$ cat src/sv/l2p_pkg.sv
`timescale 1ns / 1ps
// l2p_pkg: item types, letter codes and phoneme codes for letter_to_phoneme_rules
// no dependencies

package l2p_pkg;

	typedef logic [4:0] letter_t;
	typedef logic [5:0] phon_t;

	typedef struct packed {
		logic [7:0] char_code;
		logic       end_of_text;
	} in_item_t;

	typedef struct packed {
		phon_t phoneme;
		logic  last;
		logic  no_phoneme;
	} out_item_t;

	localparam int unsigned WIN_LEN = 6;

	// window fill level at which the next letter makes a rule fire
	localparam logic [2:0] FILL_FULL = 3'd6;

	// result count past which an end-of-text flush stops firing
	localparam logic [3:0] FLUSH_LIMIT = 4'd12;

	localparam logic [7:0] ASCII_UPPER_A = 8'h41;
	localparam logic [7:0] ASCII_UPPER_Z = 8'h5a;
	localparam logic [7:0] ASCII_LOWER_A = 8'h61;
	localparam logic [7:0] ASCII_LOWER_Z = 8'h7a;
	localparam logic [7:0] ASCII_CASE_GAP = 8'h20;

	localparam letter_t LTR_A = 5'd0;
	localparam letter_t LTR_B = 5'd1;
	localparam letter_t LTR_C = 5'd2;
	localparam letter_t LTR_D = 5'd3;
	localparam letter_t LTR_E = 5'd4;
	localparam letter_t LTR_F = 5'd5;
	localparam letter_t LTR_G = 5'd6;
	localparam letter_t LTR_H = 5'd7;
	localparam letter_t LTR_I = 5'd8;
	localparam letter_t LTR_J = 5'd9;
	localparam letter_t LTR_K = 5'd10;
	localparam letter_t LTR_L = 5'd11;
	localparam letter_t LTR_M = 5'd12;
	localparam letter_t LTR_N = 5'd13;
	localparam letter_t LTR_O = 5'd14;
	localparam letter_t LTR_P = 5'd15;
	localparam letter_t LTR_R = 5'd17;
	localparam letter_t LTR_S = 5'd18;
	localparam letter_t LTR_T = 5'd19;
	localparam letter_t LTR_U = 5'd20;
	localparam letter_t LTR_V = 5'd21;
	localparam letter_t LTR_W = 5'd22;
	localparam letter_t LTR_X = 5'd23;
	localparam letter_t LTR_Y = 5'd24;
	localparam letter_t LTR_Z = 5'd25;
	localparam letter_t LTR_LAST = 5'd25;

	localparam phon_t PH_EH = 6'd0;
	localparam phon_t PH_R  = 6'd1;
	localparam phon_t PH_AA = 6'd2;
	localparam phon_t PH_EY = 6'd3;
	localparam phon_t PH_S  = 6'd4;
	localparam phon_t PH_AX = 6'd5;
	localparam phon_t PH_W  = 6'd6;
	localparam phon_t PH_AO = 6'd7;
	localparam phon_t PH_L  = 6'd8;
	localparam phon_t PH_AE = 6'd9;
	localparam phon_t PH_CH = 6'd10;
	localparam phon_t PH_K  = 6'd11;
	localparam phon_t PH_IY = 6'd12;
	localparam phon_t PH_ER = 6'd13;
	localparam phon_t PH_J  = 6'd14;
	localparam phon_t PH_G  = 6'd15;
	localparam phon_t PH_AY = 6'd16;
	localparam phon_t PH_IH = 6'd17;
	localparam phon_t PH_UW = 6'd18;
	localparam phon_t PH_AW = 6'd19;
	localparam phon_t PH_F  = 6'd20;
	localparam phon_t PH_P  = 6'd21;
	localparam phon_t PH_SH = 6'd22;
	localparam phon_t PH_ZH = 6'd23;
	localparam phon_t PH_TH = 6'd24;
	localparam phon_t PH_T  = 6'd25;
	localparam phon_t PH_AH = 6'd26;
	localparam phon_t PH_WS = 6'd27;
	localparam phon_t PH_B  = 6'd28;
	localparam phon_t PH_D  = 6'd29;
	localparam phon_t PH_H  = 6'd30;
	localparam phon_t PH_M  = 6'd31;
	localparam phon_t PH_N  = 6'd32;
	localparam phon_t PH_V  = 6'd33;
	localparam phon_t PH_Y  = 6'd34;
	localparam phon_t PH_Z  = 6'd35;
	localparam phon_t PH_Q  = 6'd36;

endpackage

$ cat src/sv/letter_to_phoneme_rules.sv
`timescale 1ns / 1ps
// letter_to_phoneme_rules: text bytes in, phoneme codes out, ordered rule table
// depends on l2p_pkg (item types, letter and phoneme codes)

// channel | direction | handshake             | payload
// in      | input     | in_valid / in_ready   | in_data  (l2p_pkg::in_item_t)
// out     | output    | out_valid / out_ready | out_data (l2p_pkg::out_item_t)
//
// pacing: one rule-table pass per cycle between the input register and the output
//   register unless out_ready stalls it; a byte that fires no rule gives no result,
//   a letter that fires a rule gives 1 to 3 phonemes, end of text 1 to 15 results
// reset: arst_n clears the window, fill level, phoneme index, flush count and valid flags
// stalls: out_ready low holds the result and an item in work that fires a rule; in_ready
//   follows the item in work, so a new item enters in the cycle its predecessor finishes

module letter_to_phoneme_rules (
	input  logic                clk,
	input  logic                arst_n,
	input  logic                in_valid,
	output logic                in_ready,
	input  l2p_pkg::in_item_t   in_data,
	output logic                out_valid,
	input  logic                out_ready,
	output l2p_pkg::out_item_t  out_data
);

	// input stage
	logic               v_s1;
	l2p_pkg::in_item_t  item_s1;

	// lookahead window, oldest letter at index 0
	l2p_pkg::letter_t   win_q [l2p_pkg::WIN_LEN];
	logic [2:0]         fill_q;
	logic [1:0]         idx_q;     // which phoneme of the firing rule goes next
	logic [3:0]         cnt_q;     // results given so far in this flush

	// output register
	logic               out_valid_q;
	l2p_pkg::out_item_t out_data_q;

	// letter decode
	logic [7:0]         up_code;
	logic               is_letter;
	l2p_pkg::letter_t   in_letter;

	// per-position presence and class
	logic [l2p_pkg::WIN_LEN-1:0] pres;
	logic [l2p_pkg::WIN_LEN-1:0] vow;
	logic [l2p_pkg::WIN_LEN-1:0] cons;

	// firing rule result
	l2p_pkg::phon_t     ph0, ph1, ph2, ph_sel;
	logic [1:0]         np;
	logic               used2;

	// control
	logic               is_eot, need_fire, marker, slot_free;
	logic               done, emit, fire_end, flush_more, emit_last;
	logic [2:0]         fill_sh;
	logic [3:0]         cnt_next;
	l2p_pkg::letter_t   win_sh [l2p_pkg::WIN_LEN];

	function automatic logic is_l(input logic p, input l2p_pkg::letter_t v,
		input l2p_pkg::letter_t l);
		return p && (v == l);
	endfunction

	// fold case and spot letters
	always_comb begin
		up_code = item_s1.char_code;
		if (item_s1.char_code >= l2p_pkg::ASCII_LOWER_A &&
			item_s1.char_code <= l2p_pkg::ASCII_LOWER_Z) begin
			up_code = item_s1.char_code - l2p_pkg::ASCII_CASE_GAP;
		end
		is_letter = (up_code >= l2p_pkg::ASCII_UPPER_A) && (up_code <= l2p_pkg::ASCII_UPPER_Z);
		in_letter = 5'(up_code - l2p_pkg::ASCII_UPPER_A);
	end

	// letters past the fill level count as absent
	always_comb begin
		for (int i = 0; i < l2p_pkg::WIN_LEN; i++) begin
			pres[i] = (3'(i) < fill_q);
			vow[i]  = pres[i] && (win_q[i] == l2p_pkg::LTR_A || win_q[i] == l2p_pkg::LTR_E ||
				win_q[i] == l2p_pkg::LTR_I || win_q[i] == l2p_pkg::LTR_O ||
				win_q[i] == l2p_pkg::LTR_U || win_q[i] == l2p_pkg::LTR_Y);
			cons[i] = pres[i] && (win_q[i] <= l2p_pkg::LTR_LAST) &&
				win_q[i] != l2p_pkg::LTR_A && win_q[i] != l2p_pkg::LTR_E &&
				win_q[i] != l2p_pkg::LTR_I && win_q[i] != l2p_pkg::LTR_O &&
				win_q[i] != l2p_pkg::LTR_U;
		end
	end

	// rule table: first matching rule at the oldest letter wins
	always_comb begin
		ph0   = l2p_pkg::PH_EH;
		ph1   = l2p_pkg::PH_EH;
		ph2   = l2p_pkg::PH_EH;
		np    = 2'd1;
		used2 = 1'b0;
		case (win_q[0])
			l2p_pkg::LTR_A: begin
				if (is_l(pres[1], win_q[1], l2p_pkg::LTR_R) &&
					(is_l(pres[2], win_q[2], l2p_pkg::LTR_E) || vow[2])) begin
					ph0 = l2p_pkg::PH_EH; ph1 = l2p_pkg::PH_R; np = 2'd2;
				end else if (is_l(pres[1], win_q[1], l2p_pkg::LTR_R)) begin
					ph0 = l2p_pkg::PH_AA; ph1 = l2p_pkg::PH_R; np = 2'd2;
				end else if (is_l(pres[1], win_q[1], l2p_pkg::LTR_S) && vow[2]) begin
					ph0 = l2p_pkg::PH_EY; ph1 = l2p_pkg::PH_S; np = 2'd2;
				end else if (is_l(pres[1], win_q[1], l2p_pkg::LTR_W) &&
					is_l(pres[2], win_q[2], l2p_pkg::LTR_A)) begin
					ph0 = l2p_pkg::PH_AX; ph1 = l2p_pkg::PH_W; ph2 = l2p_pkg::PH_AX;
					np = 2'd3;
				end else if (cons[1] && is_l(pres[2], win_q[2], l2p_pkg::LTR_I) && vow[3]) begin
					ph0 = l2p_pkg::PH_EY;
				end else if (cons[1] && is_l(pres[2], win_q[2], l2p_pkg::LTR_E) &&
					(is_l(pres[3], win_q[3], l2p_pkg::LTR_E) ||
					(is_l(pres[3], win_q[3], l2p_pkg::LTR_I) &&
					is_l(pres[4], win_q[4], l2p_pkg::LTR_N) &&
					is_l(pres[5], win_q[5], l2p_pkg::LTR_G)))) begin
					ph0 = l2p_pkg::PH_EY;
				end else if (is_l(pres[1], win_q[1], l2p_pkg::LTR_Y)) begin
					ph0 = l2p_pkg::PH_EY;
				end else if (is_l(pres[1], win_q[1], l2p_pkg::LTR_L)) begin
					ph0 = l2p_pkg::PH_AO; ph1 = l2p_pkg::PH_L; np = 2'd2;
				end else begin
					ph0 = l2p_pkg::PH_AE;
				end
			end
			l2p_pkg::LTR_C: begin
				if (is_l(pres[1], win_q[1], l2p_pkg::LTR_H)) begin
					ph0 = l2p_pkg::PH_CH; used2 = 1'b1;
				end else if (is_l(pres[1], win_q[1], l2p_pkg::LTR_E) ||
					is_l(pres[1], win_q[1], l2p_pkg::LTR_I) ||
					is_l(pres[1], win_q[1], l2p_pkg::LTR_Y)) begin
					ph0 = l2p_pkg::PH_S;
				end else begin
					ph0 = l2p_pkg::PH_K;
				end
			end
			l2p_pkg::LTR_E: begin
				if (is_l(pres[1], win_q[1], l2p_pkg::LTR_E) ||
					is_l(pres[1], win_q[1], l2p_pkg::LTR_A)) begin
					ph0 = l2p_pkg::PH_IY; used2 = 1'b1;
				end else if (is_l(pres[1], win_q[1], l2p_pkg::LTR_R)) begin
					ph0 = l2p_pkg::PH_ER; used2 = 1'b1;
				end else begin
					ph0 = l2p_pkg::PH_EH;
				end
			end
			l2p_pkg::LTR_G: begin
				if (is_l(pres[1], win_q[1], l2p_pkg::LTR_E) ||
					is_l(pres[1], win_q[1], l2p_pkg::LTR_I)) begin
					ph0 = l2p_pkg::PH_J;
				end else begin
					ph0 = l2p_pkg::PH_G;
				end
			end
			l2p_pkg::LTR_I: begin
				if (is_l(pres[1], win_q[1], l2p_pkg::LTR_R)) begin
					ph0 = l2p_pkg::PH_ER;
				end else if (is_l(pres[1], win_q[1], l2p_pkg::LTR_G) &&
					is_l(pres[2], win_q[2], l2p_pkg::LTR_H)) begin
					ph0 = l2p_pkg::PH_AY;
				end else begin
					ph0 = l2p_pkg::PH_IH;
				end
			end
			l2p_pkg::LTR_O: begin
				if (is_l(pres[1], win_q[1], l2p_pkg::LTR_O)) begin
					ph0 = l2p_pkg::PH_UW; used2 = 1'b1;
				end else if (is_l(pres[1], win_q[1], l2p_pkg::LTR_R)) begin
					ph0 = l2p_pkg::PH_AO; ph1 = l2p_pkg::PH_R; np = 2'd2; used2 = 1'b1;
				end else if (is_l(pres[1], win_q[1], l2p_pkg::LTR_U)) begin
					ph0 = l2p_pkg::PH_AW; used2 = 1'b1;
				end else begin
					ph0 = l2p_pkg::PH_AA;
				end
			end
			l2p_pkg::LTR_P: begin
				if (is_l(pres[1], win_q[1], l2p_pkg::LTR_H)) begin
					ph0 = l2p_pkg::PH_F; used2 = 1'b1;
				end else begin
					ph0 = l2p_pkg::PH_P;
				end
			end
			l2p_pkg::LTR_S: begin
				if (is_l(pres[1], win_q[1], l2p_pkg::LTR_H)) begin
					ph0 = l2p_pkg::PH_SH; used2 = 1'b1;
				end else if (is_l(pres[1], win_q[1], l2p_pkg::LTR_I) &&
					is_l(pres[2], win_q[2], l2p_pkg::LTR_O) &&
					is_l(pres[3], win_q[3], l2p_pkg::LTR_N)) begin
					ph0 = l2p_pkg::PH_ZH;
				end else begin
					ph0 = l2p_pkg::PH_S;
				end
			end
			l2p_pkg::LTR_T: begin
				if (is_l(pres[1], win_q[1], l2p_pkg::LTR_H)) begin
					ph0 = l2p_pkg::PH_TH; used2 = 1'b1;
				end else if (is_l(pres[1], win_q[1], l2p_pkg::LTR_I) &&
					is_l(pres[2], win_q[2], l2p_pkg::LTR_O) &&
					is_l(pres[3], win_q[3], l2p_pkg::LTR_N)) begin
					ph0 = l2p_pkg::PH_SH;
				end else begin
					ph0 = l2p_pkg::PH_T;
				end
			end
			l2p_pkg::LTR_U: begin
				if (is_l(pres[1], win_q[1], l2p_pkg::LTR_R)) begin
					ph0 = l2p_pkg::PH_ER; used2 = 1'b1;
				end else begin
					ph0 = l2p_pkg::PH_AH;
				end
			end
			l2p_pkg::LTR_W: begin
				used2 = is_l(pres[1], win_q[1], l2p_pkg::LTR_H);
				ph0   = l2p_pkg::PH_WS;
			end
			l2p_pkg::LTR_B: ph0 = l2p_pkg::PH_B;
			l2p_pkg::LTR_D: ph0 = l2p_pkg::PH_D;
			l2p_pkg::LTR_F: ph0 = l2p_pkg::PH_F;
			l2p_pkg::LTR_H: ph0 = l2p_pkg::PH_H;
			l2p_pkg::LTR_J: ph0 = l2p_pkg::PH_J;
			l2p_pkg::LTR_K: ph0 = l2p_pkg::PH_K;
			l2p_pkg::LTR_L: ph0 = l2p_pkg::PH_L;
			l2p_pkg::LTR_M: ph0 = l2p_pkg::PH_M;
			l2p_pkg::LTR_N: ph0 = l2p_pkg::PH_N;
			l2p_pkg::LTR_R: ph0 = l2p_pkg::PH_R;
			l2p_pkg::LTR_V: ph0 = l2p_pkg::PH_V;
			l2p_pkg::LTR_X: begin
				ph0 = l2p_pkg::PH_K; ph1 = l2p_pkg::PH_S; np = 2'd2;
			end
			l2p_pkg::LTR_Y: ph0 = l2p_pkg::PH_Y;
			l2p_pkg::LTR_Z: ph0 = l2p_pkg::PH_Z;
			default: ph0 = l2p_pkg::PH_Q; // letter Q has no rule
		endcase
	end

	// pick the phoneme for this cycle
	always_comb begin
		case (idx_q)
			2'd0:    ph_sel = ph0;
			2'd1:    ph_sel = ph1;
			default: ph_sel = ph2;
		endcase
	end

	// window after the firing rule consumes one or two letters
	always_comb begin
		fill_sh = used2 ? (fill_q - 3'd2) : (fill_q - 3'd1);
		for (int i = 0; i < l2p_pkg::WIN_LEN; i++) win_sh[i] = '0;
		if (used2) begin
			for (int i = 0; i < l2p_pkg::WIN_LEN - 2; i++) win_sh[i] = win_q[i + 2];
		end else begin
			for (int i = 0; i < l2p_pkg::WIN_LEN - 1; i++) win_sh[i] = win_q[i + 1];
		end
	end

	// sequencing of the item in work
	always_comb begin
		is_eot     = item_s1.end_of_text;
		need_fire  = is_eot ? (fill_q != 3'd0) : (is_letter && fill_q == l2p_pkg::FILL_FULL);
		marker     = is_eot && (fill_q == 3'd0);
		slot_free  = !out_valid_q || out_ready;
		fire_end   = 1'b0;
		done       = 1'b0;
		emit       = 1'b0;
		emit_last  = 1'b0;
		cnt_next   = cnt_q + {2'b00, np};
		flush_more = (fill_sh != 3'd0) && (cnt_next <= l2p_pkg::FLUSH_LIMIT);
		if (v_s1) begin
			if (marker) begin
				// empty text: one marker item
				emit      = slot_free;
				emit_last = 1'b1;
				done      = slot_free;
			end else if (need_fire) begin
				emit = slot_free;
				if (slot_free && idx_q == np - 2'd1) begin
					fire_end  = 1'b1;
					emit_last = is_eot && !flush_more;
					done      = !is_eot || !flush_more;
				end
			end else begin
				// letter appended, or non-letter dropped
				done = 1'b1;
			end
		end
	end

	assign in_ready  = !v_s1 || done;
	assign out_valid = out_valid_q;
	assign out_data  = out_data_q;

	// input stage
	always_ff @(posedge clk or negedge arst_n) begin
		if (!arst_n) begin
			v_s1 <= 1'b0;
		end else if (in_ready) begin
			v_s1 <= in_valid;
		end
	end

	always_ff @(posedge clk) begin
		if (in_ready && in_valid) begin
			item_s1 <= in_data;
		end
	end

	// window, fill and flush count
	always_ff @(posedge clk or negedge arst_n) begin
		if (!arst_n) begin
			for (int i = 0; i < l2p_pkg::WIN_LEN; i++) win_q[i] <= '0;
			fill_q <= '0;
			idx_q  <= '0;
			cnt_q  <= '0;
		end else if (v_s1) begin
			if (is_eot) begin
				if (done) begin
					// end of text returns the window to empty
					for (int i = 0; i < l2p_pkg::WIN_LEN; i++) win_q[i] <= '0;
					fill_q <= '0;
					idx_q  <= '0;
					cnt_q  <= '0;
				end else if (fire_end) begin
					win_q  <= win_sh;
					fill_q <= fill_sh;
					idx_q  <= '0;
					cnt_q  <= cnt_next;
				end else if (emit) begin
					idx_q <= idx_q + 2'd1;
				end
			end else if (need_fire) begin
				if (fire_end) begin
					// consume, then append the new letter behind what is left
					for (int i = 0; i < l2p_pkg::WIN_LEN; i++) begin
						win_q[i] <= (3'(i) == fill_sh) ? in_letter : win_sh[i];
					end
					fill_q <= fill_sh + 3'd1;
					idx_q  <= '0;
				end else if (emit) begin
					idx_q <= idx_q + 2'd1;
				end
			end else if (is_letter) begin
				for (int i = 0; i < l2p_pkg::WIN_LEN; i++) begin
					if (3'(i) == fill_q) win_q[i] <= in_letter;
				end
				fill_q <= fill_q + 3'd1;
			end
		end
	end

	// output register
	always_ff @(posedge clk or negedge arst_n) begin
		if (!arst_n) begin
			out_valid_q <= 1'b0;
		end else if (slot_free) begin
			out_valid_q <= emit;
		end
	end

	always_ff @(posedge clk) begin
		if (emit) begin
			out_data_q.phoneme    <= marker ? l2p_pkg::PH_EH : ph_sel;
			out_data_q.last       <= emit_last;
			out_data_q.no_phoneme <= marker;
		end
	end

endmodule

$ cat config.mk
export PLATFORM = sky130hd
export DESIGN_NAME = letter_to_phoneme_rules
export DESIGN_NICKNAME = d
export VERILOG_FILES = /design/src/sv/l2p_pkg.sv /design/src/sv/letter_to_phoneme_rules.sv
export SDC_FILE = /design/constraint.sdc
export NUM_CORES = 1
export LEC_CHECK = 0
export ABC_AREA = 1
export BUFFER_PORTS_ARGS = -buffer_cell sky130_fd_sc_hd__clkbuf_2
export CAP_MARGIN = 30
export CORE_ASPECT_RATIO = 1.5
export CORE_UTILIZATION = 70
export CTS_BUF_LIST = sky130_fd_sc_hd__clkbuf_8
export DETAILED_ROUTE_END_ITERATION = 16
export HOLD_SLACK_MARGIN = 0.02
export PLACE_DENSITY = 0.92
export SLEW_MARGIN = 20
export SYNTH_ARGS = -nofsm -noshare
export SYNTH_HDL_FRONTEND = slang
export SYNTH_SLANG_ARGS = --single-unit
$ cat constraint.sdc
create_clock -name clk -period 7.8 [get_ports clk]
set_input_delay 1.56 -clock clk [delete_from_list [all_inputs] [get_ports clk]]
set_output_delay 1.56 -clock clk [all_outputs]
set_load 0.02 [all_outputs]
==> results of run 1 <==
[synthesized netlist by cell type, types with 7 or more instances]
library cell,n
inv_1,87
nor3_1,13
a21oi_1,25
ha_1,18
o21ai_0,41
edfxtp_1,17
nor2_1,98
o211ai_1,26
nor4_1,7
dfrtp_1,41
nand2_1,276
clkbuf_1,8
nand3_1,42
inv_2,13
nand4_1,44
[per-stage QoR]
step	worst slack, ns	power [mW]	hold WS [ns]	instance area (sq um)
3_3_place_gp	2.78	1.74	0.463	5410
5_1_grt	1.68	2.34	0.531	5650
4_1_cts	2.16	2.11	0.496	5650
2_1_floorplan	3.14	1.49	0.449	5310
6_report	2.09	2.18	0.510	5650
3_5_place_dp	2.55	1.79	0.477	5430
[how the worst max path moves through the flow]
stage	endpoint	slack [ns]
2_1_floorplan	in_ready	3.14
3_3_place_gp	in_ready	2.78
3_5_place_dp	in_ready	2.55
4_1_cts	in_ready	2.16
5_1_grt	in_ready	1.68
6_report	in_ready	2.09
[cell families after synthesis]
kind of cell | Yosys count | share of synthesized area
AOI/OAI and AO/OA | 111 | 0.127
xor gates and xnor gates | 8 | 0.0132
adders and majority gates | 19 | 0.0462
buffers and inverters | 127 | 0.101
DFF | 58 | 0.289
muxes | 2 | 0.00377
and+or+nand+nor | 505 | 0.421
[report_power, final]
part | total [mW] | internal, mW | switching (mW)
logic | 1.30 | 0.376 | 0.926
clock network | 0.316 | 0.179 | 0.137
registers | 0.564 | 0.425 | 0.140
total | 2.18 | 0.979 | 1.20
[routing by layer]
layer,up-vias,GRT usage
met5,-,0
li1,2760,-
met1,2729,0.442
met4,0,0.367
met3,148,0.138
met2,388,0.768
[tightest hold or removal path: stages, from the launching register on]
cell     delay, ns
dfrtp_1       0.36
nand2_1       0.06
nand2_1       0.06
[state kept, by name, summed over array words and instances (netlist names)]
name,cells
cnt_q,4
fill_q,3
item_s1,8
out_valid,1
out_data,8
v_s1,1
win_q,30
is_eot,1
idx_q,2
[cell type report]
class,instances,share of cell area
multi-input combinational,645,0.574
sequential,58,0.272
inverter,104,0.0699
timing repair buffer,24,0.0243
tap,100,0.0221
clock buffer,9,0.0219
clock inverter,7,0.0164
==> summary.md, run 1 <==
| Metric | Value |
|---|---|
| Crit. End Element | `output port` |
| Routed length per instance | `17.7 um` |
| Via Count | `6,025` |
| Clock tree buffer depth | `2` |
| Worst reg-to-reg path cell count | `25` |
| Vias/cell | `6.36` |
| Critical-path cell list | `inv_4 -> ha_1 -> nand2_1 -> nand2_1 -> nor2_1 -> nand3_1 -> a21oi_1 -> nand2_1 -> nand3_2 -> nand4_1 -> a211oi_1 -> inv_1 -> ha_1 -> a21oi_1 -> nor2_1 -> xor2_1 -> o211ai_1 -> nand3_1 -> nand2_1 -> nand2_2 -> nand2_1 -> nand2_1 -> clkbuf_2` |
| CP peak stage delay | `0.62 ns` |
| Mapped Nets | `862` |
| N_diodes | `0` |
| Clk Latency, worst-skew pair | `0.37 ns` |
| Non-filler cells, final | `947` |
| CTS tree | `done` |
| Fmax achieved | `175 MHz` |
| Gr usage total | `0.451` |
| Largest net degree at the start of global routing | `56` |
| Clock Skews | `0.0160 ns` |
| Power per cell area | `386 nW/um^2` |
| Hold Path Depth | `2` |
| Drt drc | `0` |
| Worst hold path type | `reg -> reg` |
| Worst-path cell with the longest stage delay | `dfrtp_1` |
| LEAKAGE | `2.85 nW` |
| Crit. Startpoint | `fill_q[2]$_DFFE_PN0P_` |
| Crit path buffers/inverters | `3` |
| Post-synth cell types | `47` |
| Min Tclk post-route | `5.71 ns` |
| # fillers | `567` |
| Sequential cell area | `1540 sq um` |
| DR pass1 iterations | `6` |
| Crit Path Max Fanout | `11` |
| Crit path depth | `23` |
| Worst Hold End | `win_q[9]$_DFFE_PN0P_` |
| Cells after DPL | `930` |
| DRT antenna net count | `0` |
| CTS buffer count | `9` |
| Synth area leader | `nand2_1` |
| Vias in the first global route | `5,807` |
| Post-CTS setup buffer count | `0` |
| DR top layer | `met4` |
| R2r setup slk | `2.79 ns` |
| EDFF count, synth | `17` |
| Ys Warns | `0` |
| Status | `completed` |
| #FFs+latches synth | `58` |
| Antenna violations before repair | `0` |
| Number of DRC markers in iteration 0 | `671` |
| IO Pins | `23` |
| Mapped Cells | `830` |
| Mapped Area | `5310 sq um` |
| PostCTS Resize Cnt | `0` |
| Gpl congestion | `0.941` |
| Setup TNS after final layout | `0 ns` |
| CP startpoint kind | `register` |
| Root Driver | `clkbuf_8` |
| Initial Util | `0.730` |
| Met2 wire length | `8260 um` |
| Clk slew on worst S/H paths | `0.08 ns` |
| # nets final | `874` |
| Cell mode on critical path | `nand2_1` |
| Util after Layout | `0.777` |
| Wl on met1 | `5600 um` |
| Syn-to-layout area delta | `6.40%` |
| Setup Crit Path Kind | `reg -> out` |
| Clk sink count | `58` |
| RSZ-0062 raised after global routing | `false` |
| Post-synth top flop | `dfrtp_1` |
| Die width | `73.1 um` |
| Avg Inst Size Synth | `6.40 sq um` |
| DIE AREA | `7950 sq um` |
| Max-slew headroom | `0.244` |
| Crit path DAT | `4.15 ns` |
| Critical R2R Capture | `win_q[21]$_DFFE_PN0P_` |
| Area contributors post-synth | `nand2_1 (19%), dfrtp_1 (19%), edfxtp_1 (9.6%)` |
| Cell Rows | `38` |
| Die Ht | `109 um` |
| Maximum Capacitance Violations | `0` |
| Max-slew violations | `0` |
| Commonest non-fill, non-tap cell in the layout | `nand2_1` |
| Area of the multi-input gates | `3240 sq um` |
| Global-route wire length before repair | `27,100 um` |
| Final Hold Viols | `0` |
| DRT Wirelength | `16,800 um` |
| Ys async rst share | `0.707` |
| Slew @ Worst Pin | `1.12 ns` |
| Hpwl dp | `11,800 um` |
| Reg2reg start | `fill_q[2]$_DFFE_PN0P_` |
| Routed wl met3 | `1380 um` |
| Grt ovf | `0` |
| Share of cells above drive strength 1 | `0.0921` |
| Sequential share of the synthesized area | `0.289` |
| Port-buffer cells | `22` |
| # setup viols final | `0` |
| VDD IR max | `304 uV` |
| CP delay by family, top | `simple AND/OR/NAND/NOR gates` |
| Hold path start | `win_q[9]$_DFFE_PN0P_` |
| Top-area cell type share of the netlist area | `0.195` |
| Core Footprint | `7270 sq um` |
| WP data required | `6.24 ns` |
| Tcrit/Tclk final | `0.732` |
| Most frequent cells in the layout | `nand2_1 (276), nor2_1 (98), inv_1 (87)` |
| CTS Hold Buffers Added | `0` |
| H-tree Lvls | `3` |
No activity file was read; power rests on OpenSTA's default activity.
==> run 2, diff against run 1 <==
Settings changed: CORE_UTILIZATION 70 to 65, PLACE_DENSITY 0.92 to 0.86.
Clock period 7.8 ns to 5.54 ns, I/O delays scaled along.
==> run 2 against run 1 <==
Against the previous run: sequential share of layout area hardly changed; die area increased by 7.5%; critical path type unchanged; first-iteration DRC count is 24% lower; cell count grew 0.53%; worst setup slack got worse by 1.6 ns; power is 39% higher; clock skew is 0.0054 ns lower; combinational power rose by 38%; core utilization down 6.5 points.
==> summary.md, run 2 (synthesis results as in run 1) <==
| Metric | Value |
|---|---|
| Grt ovf | `0 (unchanged)` |
| Most frequent cells in the layout | `nand2_1 (276), nor2_1 (98), inv_1 (87)` |
| Worst reg-to-reg path cell count | `26 (+4.0%)` |
| R2r setup slk | `0.75 ns (-2.04 ns)` |
| Largest reg by FF count | `win_q` |
| Min Tclk post-route | `5.04 ns` |
| Drt drc | `0 (unchanged)` |
| Cell mode on critical path | `nand2_1` |
| Slew @ Worst Pin | `0.998 ns (-0.127 ns)` |
| LEAKAGE | `2.85 nW (about the same)` |
| CTS Hold Buffers Added | `0 (unchanged)` |
| Status | `completed` |
| Post-CTS setup buffer count | `0 (unchanged)` |
| Hpwl dp | `11,200 um (-5.1%)` |
| Global-route wire length before repair | `25,900 um (-4.5%)` |
| CTS tree | `done` |
| Number of DRC markers in iteration 0 | `509 (-24%)` |
| Max reg flops | `30 (unchanged)` |
| VDD IR max | `295 uV (-3.0%)` |
| Cells after DPL | `936 (+0.65%)` |
| Max-slew violations | `0 (unchanged)` |
| CP peak stage delay | `0.44 ns (-0.18 ns)` |
| Critical R2R Capture | `win_q[15]$_DFFE_PN0P_` |
| # nets final | `874 (unchanged)` |
| Initial Util | `0.668 (-0.0627)` |
| Die width | `75.8 um (+3.7%)` |
| Tcrit/Tclk final | `0.909` |
| PostCTS Resize Cnt | `0 (unchanged)` |
| Vias/cell | `6.07 (-4.6%)` |
| Clk sink count | `58 (unchanged)` |
| Max-slew headroom | `0.329 (+0.0852)` |
| Largest net degree at the start of global routing | `55 (-1.8%)` |
| DRT antenna net count | `0 (unchanged)` |
| Setup Crit Path Kind | `reg -> out` |
| Reg2reg start | `fill_q[1]$_DFFE_PN0P_` |
| Cell Rows | `40 (+5.3%)` |
| Critical-path cell list | `inv_1 -> ha_1 -> nand2_1 -> nand2_1 -> nand2_4 -> nor2_1 -> nand2_1 -> nor2_1 -> nand2_1 -> nand3_2 -> nand4_1 -> a211oi_1 -> inv_1 -> ha_1 -> a21oi_1 -> nor2_1 -> xor2_1 -> o211ai_1 -> nand3_1 -> nand2_1 -> nand2_2 -> nand2_1 -> nand2_1 -> clkbuf_2` |
| Root Driver | `clkbuf_8` |
| Antenna violations before repair | `0 (unchanged)` |
| Worst Hold End | `win_q[7]$_DFFE_PN0P_` |
| DR pass1 iterations | `5 (-1)` |
| Via Count | `5,780 (-4.1%)` |
| Crit Path Max Fanout | `9 (-2)` |
| # fillers | `647 (+14%)` |
| Gpl congestion | `0.991 (+5.3%)` |
| Commonest non-fill, non-tap cell in the layout | `nand2_1` |
| Clk slew on worst S/H paths | `0.07 ns (about the same)` |
| Hold path start | `win_q[7]$_DFFE_PN0P_` |
| Setup TNS after final layout | `0 ns (unchanged)` |
| Core Footprint | `7960 sq um (+9.4%)` |
| Syn-to-layout area delta | `6.66%` |
| WP data required | `4.43 ns (-1.81 ns)` |
| Power per cell area | `534 nW/um^2 (+38%)` |
| RSZ-0062 raised after global routing | `false` |
| H-tree Lvls | `3 (unchanged)` |
| N_diodes | `0 (unchanged)` |
| Worst-path cell with the longest stage delay | `dfrtp_1` |
| Port-buffer cells | `22 (unchanged)` |
| Die Ht | `113 um (+3.7%)` |
| CP startpoint kind | `register` |
| # setup viols final | `0 (unchanged)` |
| Fmax achieved | `199 MHz` |
| Final Hold Viols | `0 (unchanged)` |
| Non-filler cells, final | `952 (+0.53%)` |
| Clock tree buffer depth | `2 (unchanged)` |
| DRT Wirelength | `15,500 um (-7.5%)` |
| IO Pins | `23 (unchanged)` |
| CTS buffer count | `9 (unchanged)` |
| Worst hold path type | `reg -> reg` |
| Vias in the first global route | `5,469 (-5.8%)` |
| Crit. End Element | `output port` |
| Crit path DAT | `3.93 ns (-0.22 ns)` |
| Share of cells above drive strength 1 | `0.0945 (+0.00236)` |
| DIE AREA | `8550 sq um (+7.5%)` |
| Hold Path Depth | `2 (unchanged)` |
| Clock Skews | `0.0106 ns (-0.00538 ns)` |
| Gr usage total | `0.403 (-0.0474)` |
| Routed length per instance | `16.3 um (-7.9%)` |
| Maximum Capacitance Violations | `0 (unchanged)` |
| Clk Latency, worst-skew pair | `0.36 ns (about the same)` |
[run 2: power by group]
group	total (mW)	leakage, nW	switching, mW	internal (mW)
clock	0.439	0.103	0.187	0.252
combinational	1.79	2.05	1.26	0.531
sequential	0.795	0.696	0.197	0.598
[run 2: worst max-delay path, delay by kind of cell, from the launching register on]
family	cells	cell delay, ns
xor gates and xnor gates	1	0.22
adders and majority gates	2	0.47
AOI/OAI and AO/OA	3	0.56
buffers and inverters	3	0.50
and+or+nand+nor	15	1.38
DFF	1	0.44
[run 2: how the worst max path moves through the flow]
stage	cells after the start	from	slack (ns)	end
4_1_cts	23	fill_q[2]$_DFFE_PN0P_	0.42	in_ready
2_1_floorplan	23	fill_q[1]$_DFFE_PN0P_	1.33	in_ready
6_report	24	fill_q[1]$_DFFE_PN0P_	0.50	in_ready
3_3_place_gp	22	fill_q[2]$_DFFE_PN0P_	0.98	in_ready
3_5_place_dp	25	fill_q[2]$_DFFE_PN0P_	0.79	win_q[15]$_DFFE_PN0P_
5_1_grt	24	fill_q[1]$_DFFE_PN0P_	0.03	in_ready
[run 2: per-stage QoR]
stage	instance area, sq um	utilization	hold WS, ns	setup slack (ns)	power, mW
after floorplan	5310	-	0.449	1.33	2.10
after global placement	5420	0.682	0.466	0.978	2.45
after detailed placement	5440	0.684	0.479	0.786	2.51
after CTS	5660	0.711	0.497	0.421	2.96
after global routing	5670	0.712	0.534	0.0286	3.29
final	5670	0.712	0.494	0.502	3.03
[run 2: final cells by class]
class / instances / area, sq um / share of cell area
Inverter: 104 / 395 / 0.0698
Clock inverter: 7 / 92.6 / 0.0163
Tap cell: 105 / 131 / 0.0232
Timing Repair Buffer: 24 / 138 / 0.0243
Clock buffer: 9 / 124 / 0.0219
Multi-Input combinational cell: 645 / 3250 / 0.573
Sequential cell: 58 / 1540 / 0.271
[run 2: metal layers]
layer / track usage / wire length [um] / vias up
met2: 0.651 / 7980 / 278
met4: 0.267 / 868 / 0
met5: 0.0196 / 0 / -
met3: 0.159 / 1110 / 81
met1: 0.418 / 5560 / 2639
li1: - / - / 2782
==> run 3, diff against run 2 <==
Settings changed: BUFFER_PORTS_ARGS -buffer_cell sky130_fd_sc_hd__clkbuf_2 to not set, CORE_UTILIZATION 65 to 67, DONT_BUFFER_PORTS set to 1.
==> run 3 against run 2 <==
Against the previous run: core utilization up 0.96 points; sequential share of layout area up 0.65 points; count of clock-buffer cells in the layout unchanged; highest routed layer unchanged; clock skew up 0.0064 ns; largest power group unchanged; hold slack worse by 0.061 ns; via count down 0.99%; fmax down 1.4%; combinational power down 2%; global-route usage up 0.81 points; cell count down 2.7%.
==> summary.md, run 3 (synthesis results as in run 1) <==
| Metric | Value |
|---|---|
| Status | `completed` |
| LEAKAGE | `2.76 nW (-3.3%)` |
| Die width | `74.7 um (-1.5%)` |
| Syn-to-layout area delta | `4.07%` |
| Crit Path Max Fanout | `11 (+2)` |
| DIE AREA | `8300 sq um (-2.9%)` |
| Core Footprint | `7660 sq um (-3.7%)` |
| Vias/cell | `6.18 (+1.8%)` |
| Max reg flops | `30 (unchanged)` |
| Via Count | `5,723 (-0.99%)` |
| Tcrit/Tclk final | `0.923 (+0.0133)` |
| Share of cells above drive strength 1 | `0.0655 (-0.0289)` |
| Die Ht | `111 um (-1.5%)` |
| Crit. End Element | `output port` |
| # setup viols final | `0 (unchanged)` |
| Cells after DPL | `909 (-2.9%)` |
| Fmax achieved | `196 MHz (-1.4%)` |
| Setup Crit Path Kind | `reg -> out` |
| Max-slew violations | `0 (unchanged)` |
| Grt ovf | `0 (unchanged)` |
| Hold Slack | `0.433 ns (-0.0614 ns)` |
| IO Pins | `23 (unchanged)` |
| Largest reg by FF count | `win_q` |
| Number of DRC markers in iteration 0 | `509 (unchanged)` |
| Post-CTS setup buffer count | `0 (unchanged)` |
| Clock tree buffer depth | `2 (unchanged)` |
| Global-route wire length before repair | `25,900 um (about the same)` |
| Initial Util | `0.694 (+0.0258)` |
| Crit path DAT | `4.00 ns (+0.07 ns)` |
| CTS Hold Buffers Added | `0 (unchanged)` |
| Switching power share of the total | `0.546 (+0.00168)` |
| Final WS setup | `0.429 ns (-0.0736 ns)` |
| Combinational share of power | `0.581 (-0.012)` |
| Commonest non-fill, non-tap cell in the layout | `nand2_1` |
| DRT Wirelength | `15,900 um (+2.8%)` |
| WP data required | `4.43 ns (about the same)` |
| N_diodes | `0 (unchanged)` |
| Final Hold Viols | `0 (unchanged)` |
| Hpwl dp | `11,500 um (+2.5%)` |
| Sw power | `1.64 mW (-0.49%)` |
| Routed length per instance | `17.2 um (+5.7%)` |
| Port-buffer cells | `0 (-100%)` |
| CP startpoint kind | `register` |
| Sequential share of power | `0.276 (+0.013)` |
| CTS buffer count | `9 (unchanged)` |
| Worst slack, placed | `0.805 ns (+0.0191 ns)` |
| Vias in the first global route | `5,477 (+0.15%)` |
| Min Tclk post-route | `5.11 ns (+0.0736 ns)` |
| Cell Rows | `39 (-2.5%)` |
| VDD IR max | `316 uV (+7.0%)` |
| Most frequent cells in the layout | `nand2_1 (276), nor2_1 (98), inv_1 (88)` |
| Clock share of power | `0.142 (-0.003)` |
| Drt drc | `0 (unchanged)` |
| DR pass1 iterations | `6 (+1)` |
| Gr usage total | `0.412 (+0.00807)` |
| Largest net degree at the start of global routing | `56 (+1.8%)` |
| Clk sink count | `58 (unchanged)` |
| Max-slew headroom | `0.318 (-0.0106)` |
| Maximum Capacitance Violations | `0 (unchanged)` |
| Power per cell area | `543 nW/um^2 (+1.7%)` |
| Slew @ Worst Pin | `1.01 ns (+0.0158 ns)` |
| Non-filler cells, final | `926 (-2.7%)` |
| Worst reg-to-reg path cell count | `25 (-3.8%)` |
| Setup TNS after final layout | `0 ns (unchanged)` |
| H-tree Lvls | `3 (unchanged)` |
| Antenna violations before repair | `0 (unchanged)` |
| RSZ-0062 raised after global routing | `false` |
| Worst hold path type | `in -> async` |
| PostCTS Resize Cnt | `0 (unchanged)` |
| Clock Skews | `0.0171 ns (+0.00643 ns)` |
| Gpl congestion | `0.951 (-4.1%)` |
| Root Driver | `clkbuf_8` |
| CTS tree | `done` |
| # nets final | `851 (-2.6%)` |
| DRT antenna net count | `0 (unchanged)` |
| Clk slew on worst S/H paths | `0.08 ns (about the same)` |
| Clk Latency, worst-skew pair | `0.37 ns (about the same)` |
| Internal power | `1.37 mW (-1.2%)` |
run 3: critical path, stage by stage (launching register included):
cell	delay (ns)
dfrtp_1	0.64
inv_4	0.10
ha_1	0.22
nand2_1	0.12
nand2_1	0.11
nor2_1	0.15
nand3_1	0.09
a21oi_1	0.14
nand2_1	0.10
nand3_2	0.10
nand4_1	0.08
a211oi_1	0.38
inv_1	0.09
ha_1	0.28
a21oi_1	0.06
nor2_1	0.12
xor2_1	0.20
o211ai_1	0.13
nand3_1	0.10
nand2_1	0.08
nand2_2	0.09
nand2_1	0.08
nand2_1	0.19
run 3: layout make-up:
type / instances / area (sq um)
clock buffers: 9 / 124
clock inverters: 7 / 85.1
fillers: 663 / 2130
inverters: 104 / 395
multi-input cells: 645 / 3250
flip-flops and latches: 58 / 1540
well taps: 102 / 128
repair buffers: 1 / 12.5
run 3: power groups by stage:
stage	sequential (mW)	clock [mW]	combinational, mW
finish	0.830	0.427	1.75
global route	0.845	0.447	1.95
CTS	0.819	0.428	1.67
detailed placement	0.826	0	1.66
global placement	0.817	0	1.62
floorplan	0.737	0	1.36
run 3: path summary, 6_finish.rpt:
path | to | slack, ns | start
worst max-delay path | in_ready | 0.43 | fill_q[2]$_DFFE_PN0P_
worst min-delay path | out_valid$_DFFE_PN0N_ | 0.43 | arst_n
worst max register to register | win_q[12]$_DFFE_PN0P_ | 0.74 | fill_q[2]$_DFFE_PN0P_
worst min register to register | win_q[7]$_DFFE_PN0P_ | 0.50 | win_q[7]$_DFFE_PN0P_
max in group asynchronous | v_s1$_DFFE_PN0N_ | 5.01 | arst_n
min in group clk | win_q[7]$_DFFE_PN0P_ | 0.50 | win_q[7]$_DFFE_PN0P_
run 3: metal layers:
metal  track usage  part of all wire  up-vias
met5             0                 0        -
met2         0.694              0.52      296
li1              -                 -     2719
met3         0.111             0.069       76
met4         0.257             0.059        0
met1         0.437              0.36     2632
run 3: metrics by stage:
step / area (sq um) / total power, mW / utilization
5_1_grt: 5530 / 3.24 / 0.722
2_1_floorplan: 5310 / 2.10 / -
4_1_cts: 5510 / 2.92 / 0.719
3_5_place_dp: 5300 / 2.49 / 0.692
3_3_place_gp: 5300 / 2.43 / 0.692
6_report: 5530 / 3.00 / 0.722
